===== config.mk =====
export PLATFORM = sky130hd
export DESIGN_NAME = market_feed_message_decoder
export DESIGN_NICKNAME = d
export VERILOG_FILES = /design/src/rtl/core/mfd_pkg.sv /design/src/rtl/core/mfd_front.sv /design/src/rtl/core/mfd_queue.sv /design/src/rtl/core/mfd_back.sv /design/src/rtl/core/market_feed_message_decoder.sv
export SDC_FILE = /design/constraint.sdc
export NUM_CORES = 2
export LEC_CHECK = 0
export BUFFER_PORTS_ARGS = -buffer_cell sky130_fd_sc_hd__buf_2
export CORE_ASPECT_RATIO = 1.4
export CORE_UTILIZATION = 35
export CTS_BUF_LIST = sky130_fd_sc_hd__clkbuf_16
export DETAILED_ROUTE_END_ITERATION = 10
export GPL_TIMING_DRIVEN = 0
export HOLD_SLACK_MARGIN = 0.1
export PLACE_DENSITY = 0.52
export SYNTH_ARGS = -nofsm -noshare
export SYNTH_HDL_FRONTEND = slang
export SYNTH_HIERARCHICAL = 1
export SYNTH_SLANG_ARGS = --single-unit

===== constraint.sdc =====
create_clock -name clk -period 43.5 [get_ports clk]
set_input_delay 4.35 -clock clk [delete_from_list [all_inputs] [get_ports clk]]
set_output_delay 4.35 -clock clk [all_outputs]
set_load 0.03 [all_outputs]

===== src/rtl/core/mfd_pkg.sv =====
// ----------------------------------------------------------------------------
// mfd_pkg
// Shared types, message codes and capture geometry of the feed decoder.
// ----------------------------------------------------------------------------
package mfd_pkg;

  localparam int CAPTURE_BYTES = 44;
  localparam int CAP_OFF_W     = $clog2(CAPTURE_BYTES);
  localparam int KIND_COUNT    = 9;

  typedef enum logic [3:0] {
    KIND_ADD            = 4'd0,
    KIND_DELETE         = 4'd1,
    KIND_REPLACE        = 4'd2,
    KIND_EXECUTED       = 4'd3,
    KIND_CANCEL         = 4'd4,
    KIND_DIRECTORY      = 4'd5,
    KIND_ADD_MPID       = 4'd6,
    KIND_EXECUTED_PRICE = 4'd7,
    KIND_TRADE          = 4'd8
  } kind_t;

  localparam logic [7:0] TYPE_ADD            = 8'h41;  // 'A'
  localparam logic [7:0] TYPE_DELETE         = 8'h44;  // 'D'
  localparam logic [7:0] TYPE_REPLACE        = 8'h55;  // 'U'
  localparam logic [7:0] TYPE_EXECUTED       = 8'h45;  // 'E'
  localparam logic [7:0] TYPE_CANCEL         = 8'h58;  // 'X'
  localparam logic [7:0] TYPE_DIRECTORY      = 8'h52;  // 'R'
  localparam logic [7:0] TYPE_ADD_MPID       = 8'h46;  // 'F'
  localparam logic [7:0] TYPE_EXECUTED_PRICE = 8'h43;  // 'C'
  localparam logic [7:0] TYPE_TRADE          = 8'h50;  // 'P'
  localparam logic [7:0] ASCII_SPACE         = 8'h20;

  typedef struct packed {
    logic  hit;
    kind_t kind;
  } kind_dec_t;

  typedef struct packed {
    kind_t        kind;
    logic [15:0]  locate;
    logic [47:0]  etime;
    logic [63:0]  ref1;
    logic [63:0]  ref2;
    logic [31:0]  shares;
    logic [31:0]  price;
    logic [7:0]   side;
    logic [7:0]   status;
    logic [63:0]  symbol;
    logic [31:0]  mpid;
  } msg_rec_t;

  function automatic kind_dec_t decode_type(input logic [7:0] t);
    kind_dec_t d;
    d.hit  = 1'b1;
    d.kind = KIND_ADD;
    unique case (t)
      TYPE_ADD:            d.kind = KIND_ADD;
      TYPE_DELETE:         d.kind = KIND_DELETE;
      TYPE_REPLACE:        d.kind = KIND_REPLACE;
      TYPE_EXECUTED:       d.kind = KIND_EXECUTED;
      TYPE_CANCEL:         d.kind = KIND_CANCEL;
      TYPE_DIRECTORY:      d.kind = KIND_DIRECTORY;
      TYPE_ADD_MPID:       d.kind = KIND_ADD_MPID;
      TYPE_EXECUTED_PRICE: d.kind = KIND_EXECUTED_PRICE;
      TYPE_TRADE:          d.kind = KIND_TRADE;
      default:             d.hit  = 1'b0;
    endcase
    return d;
  endfunction

endpackage


===== src/rtl/core/mfd_front.sv =====
// ----------------------------------------------------------------------------
// mfd_front
// Frame tracker: strips length prefixes, routes body bytes into message
// fields by type and offset, and pushes one record per enabled message.
// ----------------------------------------------------------------------------
module mfd_front (
  input  logic            clk,
  input  logic            rst,
  input  logic            cfg_wr_en,
  input  logic [8:0]      cfg_wr_data,
  input  logic            in_valid,
  output logic            in_ready,
  input  logic [7:0]      data_byte,
  input  logic            q_full,
  output logic            push,
  output mfd_pkg::msg_rec_t push_rec
);
  import mfd_pkg::*;

  typedef enum logic [1:0] {
    PH_LEN_HI,
    PH_LEN_LO,
    PH_BODY
  } phase_t;

  phase_t                 phase;
  logic [8:0]             type_enable;
  logic [15:0]            body_len;
  logic [15:0]            body_pos;
  logic                   kind_hit;
  kind_t                  kind;
  msg_rec_t               rec;
  msg_rec_t               rec_next;
  kind_dec_t              cur;
  logic                   accept;
  logic                   last;
  logic                   cap;
  logic [CAP_OFF_W-1:0]   off;

  function automatic logic in_rng(input logic [CAP_OFF_W-1:0] o, input int lo, input int hi);
    return (o >= CAP_OFF_W'(lo)) && (o <= CAP_OFF_W'(hi));
  endfunction

  function automatic logic [2:0] lane(input logic [CAP_OFF_W-1:0] o, input int hi);
    return 3'(CAP_OFF_W'(hi) - o);
  endfunction

  assign in_ready = !q_full;
  assign accept   = in_valid && in_ready;
  assign last     = (body_pos == body_len - 16'd1);
  assign cap      = (body_pos < 16'(CAPTURE_BYTES));
  assign off      = body_pos[CAP_OFF_W-1:0];

  always_comb begin
    if (body_pos == 16'd0) begin
      cur = decode_type(data_byte);
    end else begin
      cur.hit  = kind_hit;
      cur.kind = kind;
    end
  end

  always_comb begin
    rec_next      = rec;
    rec_next.kind = cur.kind;
    if (cap) begin
      if (in_rng(off, 1, 2))  rec_next.locate[8*lane(off, 2) +: 8] = data_byte;
      if (in_rng(off, 5, 10)) rec_next.etime[8*lane(off, 10) +: 8] = data_byte;
      if (cur.kind == KIND_DIRECTORY) begin
        if (in_rng(off, 11, 18)) rec_next.symbol[8*lane(off, 18) +: 8] = data_byte;
      end else begin
        if (in_rng(off, 11, 18)) rec_next.ref1[8*lane(off, 18) +: 8] = data_byte;
      end
      case (cur.kind)
        KIND_ADD, KIND_ADD_MPID, KIND_TRADE: begin
          if (in_rng(off, 19, 19)) rec_next.side = data_byte;
          if (in_rng(off, 20, 23)) rec_next.shares[8*lane(off, 23) +: 8] = data_byte;
          if (in_rng(off, 24, 31)) rec_next.symbol[8*lane(off, 31) +: 8] = data_byte;
          if (in_rng(off, 32, 35)) rec_next.price[8*lane(off, 35) +: 8] = data_byte;
          if (cur.kind == KIND_ADD_MPID && in_rng(off, 36, 39)) begin
            rec_next.mpid[8*lane(off, 39) +: 8] = data_byte;
          end
          if (cur.kind == KIND_TRADE && in_rng(off, 36, 43)) begin
            rec_next.ref2[8*lane(off, 43) +: 8] = data_byte;
          end
        end
        KIND_REPLACE: begin
          if (in_rng(off, 19, 26)) rec_next.ref2[8*lane(off, 26) +: 8] = data_byte;
          if (in_rng(off, 27, 30)) rec_next.shares[8*lane(off, 30) +: 8] = data_byte;
          if (in_rng(off, 31, 34)) rec_next.price[8*lane(off, 34) +: 8] = data_byte;
        end
        KIND_EXECUTED, KIND_EXECUTED_PRICE: begin
          if (in_rng(off, 19, 22)) rec_next.shares[8*lane(off, 22) +: 8] = data_byte;
          if (in_rng(off, 23, 30)) rec_next.ref2[8*lane(off, 30) +: 8] = data_byte;
          if (cur.kind == KIND_EXECUTED_PRICE) begin
            if (in_rng(off, 31, 31)) rec_next.side = data_byte;
            if (in_rng(off, 32, 35)) rec_next.price[8*lane(off, 35) +: 8] = data_byte;
          end
        end
        KIND_CANCEL: begin
          if (in_rng(off, 19, 22)) rec_next.shares[8*lane(off, 22) +: 8] = data_byte;
        end
        KIND_DIRECTORY: begin
          if (in_rng(off, 19, 19)) rec_next.side = data_byte;
          if (in_rng(off, 20, 20)) rec_next.status = data_byte;
          if (in_rng(off, 21, 24)) rec_next.shares[8*lane(off, 24) +: 8] = data_byte;
        end
        default: begin
        end
      endcase
    end
  end

  assign push     = accept && (phase == PH_BODY) && last && cur.hit &&
                    type_enable[cur.kind];
  assign push_rec = rec_next;

  always_ff @(posedge clk) begin
    if (rst) begin
      phase       <= PH_LEN_HI;
      type_enable <= 9'h1FF;
      body_len    <= 16'd0;
      body_pos    <= 16'd0;
      kind_hit    <= 1'b0;
      kind        <= KIND_ADD;
    end else begin
      if (cfg_wr_en) begin
        type_enable <= cfg_wr_data;
      end
      if (accept) begin
        unique case (phase)
          PH_LEN_HI: begin
            body_len <= {data_byte, 8'd0};
            phase    <= PH_LEN_LO;
          end
          PH_LEN_LO: begin
            body_len <= {body_len[15:8], data_byte};
            body_pos <= 16'd0;
            if ({body_len[15:8], data_byte} == 16'd0) begin
              phase <= PH_LEN_HI;
            end else begin
              phase <= PH_BODY;
            end
          end
          PH_BODY: begin
            kind_hit <= cur.hit;
            kind     <= cur.kind;
            if (last) begin
              body_pos <= 16'd0;
              phase    <= PH_LEN_HI;
            end else begin
              body_pos <= body_pos + 16'd1;
            end
          end
          default: phase <= PH_LEN_HI;
        endcase
      end
    end
  end

  // Field registers: clear at each body start, otherwise take routed bytes.
  always_ff @(posedge clk) begin
    if (accept && phase == PH_LEN_LO) begin
      rec <= '0;
    end else if (accept && phase == PH_BODY) begin
      rec <= rec_next;
    end
  end

endmodule


===== src/rtl/core/mfd_queue.sv =====
// ----------------------------------------------------------------------------
// mfd_queue
// Two-entry record queue between the frame tracker and the output stage.
// ----------------------------------------------------------------------------
module mfd_queue (
  input  logic              clk,
  input  logic              rst,
  input  logic              push,
  input  mfd_pkg::msg_rec_t push_rec,
  output logic              full,
  input  logic              pop,
  output logic              head_valid,
  output mfd_pkg::msg_rec_t head_rec
);
  import mfd_pkg::*;

  msg_rec_t    mem [2];
  logic        wr_ptr;
  logic        rd_ptr;
  logic [1:0]  count;

  assign full       = (count == 2'd2);
  assign head_valid = (count != 2'd0);
  assign head_rec   = mem[rd_ptr];

  always_ff @(posedge clk) begin
    if (push) begin
      mem[wr_ptr] <= push_rec;
    end
  end

  always_ff @(posedge clk) begin
    if (rst) begin
      wr_ptr <= 1'b0;
      rd_ptr <= 1'b0;
      count  <= 2'd0;
    end else begin
      if (push) begin
        wr_ptr <= !wr_ptr;
      end
      if (pop) begin
        rd_ptr <= !rd_ptr;
      end
      priority if (push && !pop) begin
        count <= count + 2'd1;
      end else if (pop && !push) begin
        count <= count - 2'd1;
      end
    end
  end

endmodule


===== src/rtl/core/mfd_back.sv =====
// ----------------------------------------------------------------------------
// mfd_back
// Output stage: trims trailing spaces from the symbol and holds the result
// transaction until the consumer takes it.
// ----------------------------------------------------------------------------
module mfd_back (
  input  logic              clk,
  input  logic              rst,
  input  logic              head_valid,
  input  mfd_pkg::msg_rec_t head_rec,
  output logic              pop,
  output logic              out_valid,
  input  logic              out_ready,
  output mfd_pkg::msg_rec_t out_rec
);
  import mfd_pkg::*;

  msg_rec_t trimmed;

  function automatic logic [63:0] trim_symbol(input logic [63:0] s);
    logic [63:0] r;
    logic        tail;
    r    = s;
    tail = 1'b1;
    for (int i = 0; i < 8; i++) begin
      if (tail && r[8*i +: 8] == ASCII_SPACE) begin
        r[8*i +: 8] = 8'd0;
      end else begin
        tail = 1'b0;
      end
    end
    return r;
  endfunction

  always_comb begin
    trimmed        = head_rec;
    trimmed.symbol = trim_symbol(head_rec.symbol);
  end

  assign pop = head_valid && (!out_valid || out_ready);

  always_ff @(posedge clk) begin
    if (rst) begin
      out_valid <= 1'b0;
    end else if (pop) begin
      out_valid <= 1'b1;
    end else if (out_ready) begin
      out_valid <= 1'b0;
    end
  end

  always_ff @(posedge clk) begin
    if (pop) begin
      out_rec <= trimmed;
    end
  end

endmodule


===== src/rtl/core/market_feed_message_decoder.sv =====
// ----------------------------------------------------------------------------
// market_feed_message_decoder
// Length-framed feed message decoder with per-kind result enables.
// ----------------------------------------------------------------------------
// Takes one stream byte per cycle on in_valid/in_ready. Each byte only
// advances the frame counters and lands in at most one field register, so
// the input sustains one byte per clock; a decoded result is pushed with
// the last body byte into a two-entry queue, then into an output register
// held until out_ready is high. The input stalls only when both queue
// entries are taken. Write type_enable only while no frame is in flight.
module market_feed_message_decoder (
  input  logic         clk,
  input  logic         rst,
  input  logic         cfg_wr_en,
  input  logic [8:0]   cfg_wr_data,
  input  logic         in_valid,
  output logic         in_ready,
  input  logic [7:0]   data_byte,
  output logic         out_valid,
  input  logic         out_ready,
  output logic [3:0]   message_kind,
  output logic [15:0]  locate_code,
  output logic [47:0]  event_time,
  output logic [63:0]  order_reference,
  output logic [63:0]  second_reference,
  output logic [31:0]  share_count,
  output logic [31:0]  price_value,
  output logic [7:0]   side_or_category,
  output logic [7:0]   status_byte,
  output logic [63:0]  stock_symbol,
  output logic [31:0]  participant_id
);
  import mfd_pkg::*;

  logic     q_full;
  logic     push;
  msg_rec_t push_rec;
  logic     pop;
  logic     head_valid;
  msg_rec_t head_rec;
  msg_rec_t out_rec;

  mfd_front u_front (
    .clk         (clk),
    .rst         (rst),
    .cfg_wr_en   (cfg_wr_en),
    .cfg_wr_data (cfg_wr_data),
    .in_valid    (in_valid),
    .in_ready    (in_ready),
    .data_byte   (data_byte),
    .q_full      (q_full),
    .push        (push),
    .push_rec    (push_rec)
  );

  mfd_queue u_queue (
    .clk        (clk),
    .rst        (rst),
    .push       (push),
    .push_rec   (push_rec),
    .full       (q_full),
    .pop        (pop),
    .head_valid (head_valid),
    .head_rec   (head_rec)
  );

  mfd_back u_back (
    .clk        (clk),
    .rst        (rst),
    .head_valid (head_valid),
    .head_rec   (head_rec),
    .pop        (pop),
    .out_valid  (out_valid),
    .out_ready  (out_ready),
    .out_rec    (out_rec)
  );

  assign message_kind     = out_rec.kind;
  assign locate_code      = out_rec.locate;
  assign event_time       = out_rec.etime;
  assign order_reference  = out_rec.ref1;
  assign second_reference = out_rec.ref2;
  assign share_count      = out_rec.shares;
  assign price_value      = out_rec.price;
  assign side_or_category = out_rec.side;
  assign status_byte      = out_rec.status;
  assign stock_symbol     = out_rec.symbol;
  assign participant_id   = out_rec.mpid;

endmodule


==> impl_metrics.json <==
{
  "ctsRootBufferMaster": "clkbuf_16",
  "tritoncts": "built",
  "synth_top_area_frac": 0.520,
  "die_area_mm2": 0.186,
  "antenna_found_initial": 25,
  "syn-num-nets": 4950,
  "grt_max_degree": 60,
  "synth-seq-area-share": 0.651,
  "slew_headroom": -0.0645,
  "power.leakage_nw": 28.0,
  "fin_worst_skew_ns": 0.0477,
  "synth_top_family_by_area": "multiplexers",
  "first_pass_iters": 6,
  "clk_latency_ns": 0.84,
  "synthMuxAreaShare": 0.122,
  "crit_path_cell_trace": "buf_2, nor2b_1, clkbuf_1, and2_1, clkbuf_1, clkbuf_1, nand2_1, nor4_1, nor2b_4, buf_12, buf_12, buf_16, buf_12, buf_12, buf_12, buf_16",
  "postLayoutSetupSlackWorst_ns": 33.02,
  "yosys_register_bits": 1538,
  "status": "finished with violations",
  "switching_power_mw": 0.702,
  "crit_start": "in_valid",
  "clockPowerShare": 0.439,
  "cts_buffers": 156,
  "r2r_start": "u_front/body_pos[0]$_SDFFE_PP0P_",
  "start_kind": "input port",
  "cts_resized": 0,
  "grt_pass1_vias": 42230,
  "clock.fmax_mhz": 95.5,
  "io_buffers": 392,
  "dp_hpwl_um": 169000,
  "nets": 5547,
  "core.rowCount": 185,
  "synthDistinctLibCells": 109,
  "drt-initial-drc-count": 4499,
  "via_count": 44035,
  "fin_crit_sh": 0.241,
  "synthSimpleGateAreaFrac": 0.0941,
  "worst_pin_slew_ns": 1.59,
  "synthTopCellsByCount": "edfxtp_1 (1,116), nor2_1 (476), mux2_2 (425)",
  "ant_nets": 0,
  "synth_most_common_cell": "edfxtp_1",
  "clkSlewWorstSetupHoldPaths_ns": 0.06,
  "max-vdd-ir-drop_v": 0.0000406,
  "coreArea_mm2": 0.182,
  "violations": "capacitance limit, slew limit",
  "wire_per_inst_um": 28.8,
  "cts.sinks": 1538,
  "p_seq_frac": 0.517,
  "hp-class": "flop to flop",
  "synth_enable_flop_cells": 1116,
  "whs_ns": 0.453,
  "path_common_cell": "buf_12",
  "final_util": 0.415,
  "detail_route.vias_per_cell": 5.45,
  "required_ns": 44.03,
  "gp_congestion": 1.02,
  "synth.cell_area_mm2": 0.0644,
  "netlist_instances": 4908,
  "post_cts_buffers": 0,
  "fillers": 17158,
  "synth_compound_area_frac": 0.0971,
  "p_comb_frac": 0.044,
  "synth_fa_ha_area_frac": 0.00388,
  "cts-htree-levels": 4,
  "postCtsHoldBufs": 0,
  "max_stage_delay_ns": 0.90,
  "worstSetupEndpointType": "flop",
  "synth-main-ff-cell": "edfxtp_1",
  "path_class": "input port to flop",
  "crit_slowest_cell": "clkbuf_1",
  "io_pins": 396,
  "final_layout_size_suffix_gt1_frac": 0.240,
  "fp.dieW_um": 365,
  "grt_pass1_wl_um": 320000,
  "slew_viol_final": 40,
  "swShare": 0.228,
  "min_period_ns": 10.48,
  "start_util": 0.354,
  "synthXorXnorAreaFrac": 0.00517,
  "avgSynthCellArea_um2": 13.1,
  "power_density_mw_per_mm2": 40.7,
  "cts_max_path_buffers": 3,
  "intPower_mw": 2.38,
  "rsz0062_at_grt": "false",
  "hold_violations": 0,
  "power_mw": 3.08,
  "synth_top_area_cell": "edfxtp_1",
  "cp_max_fo": 30,
  "finalSetupViolCount": 0,
  "hold_start": "u_front/rec[364]$_SDFFE_PP0P_",
  "drc_errors": 0,
  "cp.arrival_ns": 11.00,
  "wirelength_um": 233000,
  "cap_violations": 5,
  "grt_overflow": 0,
  "grt_usage": 0.245,
  "synth_warnings": 6,
  "syn_to_final_growth_pct": 17.4,
  "pre_cts_ws_ns": 32.28,
  "die_h_um": 510,
  "netlist_top_cells_area": "edfxtp_1 (52%), dfxtp_1 (13%), mux2_2 (7.4%)",
  "synth_async_sr_flop_share": 0
}
## power by group through the flow
stage	Sequential [mW]	Clock (mW)	Combinational, mW
global route	1.59	1.44	0.143
floorplan	1.62	0	0.0783
CTS	1.59	1.39	0.133
finish	1.59	1.35	0.136
global placement	1.63	0	0.129
detailed placement	1.62	0	0.133
## final timing paths
path         slack (ns)                            end  cells after the start
max reg2reg       35.93  u_queue/mem[0][275]$_DFFE_PP_                     20
min                0.45  u_front/rec[364]$_SDFFE_PP0P_                      2
min reg2reg        0.45  u_front/rec[364]$_SDFFE_PP0P_                      2
max               33.02  u_queue/mem[0][275]$_DFFE_PP_                     16
## worst max-delay path: cells and delay by family
family | cells | cell delay, ns
simple gates | 5 | 2.74
buf+inv | 11 | 3.76
## stage by stage
| stage | area (um^2) | cells | TNS [ns] |
|---|---|---|---|
| floorplan | 64400 | 4908 | 0 |
| global placement | 69400 | 7731 | -956.14 |
| detailed placement | 70400 | 7776 | 0 |
| CTS | 75600 | 8062 | 0 |
| global route | 75600 | 8067 | 0 |
| finish | 75600 | 8073 | 0 |
## routing by layer
layer  vias up  wire [um]  track usage
li1      19555          -            -
met1     22045      95900        0.313
met2      1839     107000        0.389
met3       582      14700       0.0440
met4        14      15000        0.141
met5         -         99            0
## state kept, by name, indices dropped and copies added (netlist names), named ones only
signal / count
u_queue/mem: 744
u_back/out_rec: 372
u_front/rec: 368
u_front/body_len: 16
u_front/body_pos: 16
u_front/type_enable: 9
u_front/kind: 4
u_front/phase: 2
u_queue/count: 2
u_back/out_valid: 1
u_front/kind_hit: 1
u_queue/rd_ptr: 1
u_queue/wr_ptr: 1
## placed cells by master, fill, tap and decap left out, types with 66 or more instances in the layout
| master | n |
|---|---|
| a21oi_1 | 185 |
| a22o_1 | 88 |
| buf_2 | 451 |
| clkbuf_1 | 241 |
| clkbuf_16 | 157 |
| dfxtp_1 | 422 |
| edfxtp_1 | 1116 |
| inv_1 | 66 |
| mux2_2 | 425 |
| mux2_4 | 80 |
| mux2i_1 | 186 |
| nand2_1 | 406 |
| nand3_1 | 71 |
| nor2_1 | 470 |
| nor3_1 | 103 |
| o21ai_0 | 227 |
| o22ai_1 | 81 |
## layout make-up
cell class                      count  area (um^2)  share of cell area
Clock buffer                      157         3930              0.0519
Antenna cell                        9         22.5            0.000298
Clock inverter                    129         1200              0.0159
Multi-Input combinational cell   2974        20800               0.275
Sequential cell                  1538        42000               0.555
Timing Repair Buffer              439         2950              0.0390
Buffer                            354         1550              0.0205
Tap cell                         2431         3040              0.0402
Inverter                           42          158             0.00208
## cells by family (layout without fill, tap and decap cells)
| kind of cell | Yosys count | count (layout) |
|---|---|---|
| AND/OR/NAND/NOR | 1308 | 1308 |
| flip-flops | 1538 | 1538 |
| XOR/XNOR | 38 | 38 |
| buffers and inverters | 396 | 1121 |
| multiplexers | 692 | 692 |
| other | 0 | 9 |
| adder cells (fa/ha/maj) | 20 | 20 |
| AO/OA/AOI/OAI | 916 | 916 |
Note: power is estimated with default switching activity, not from simulation.
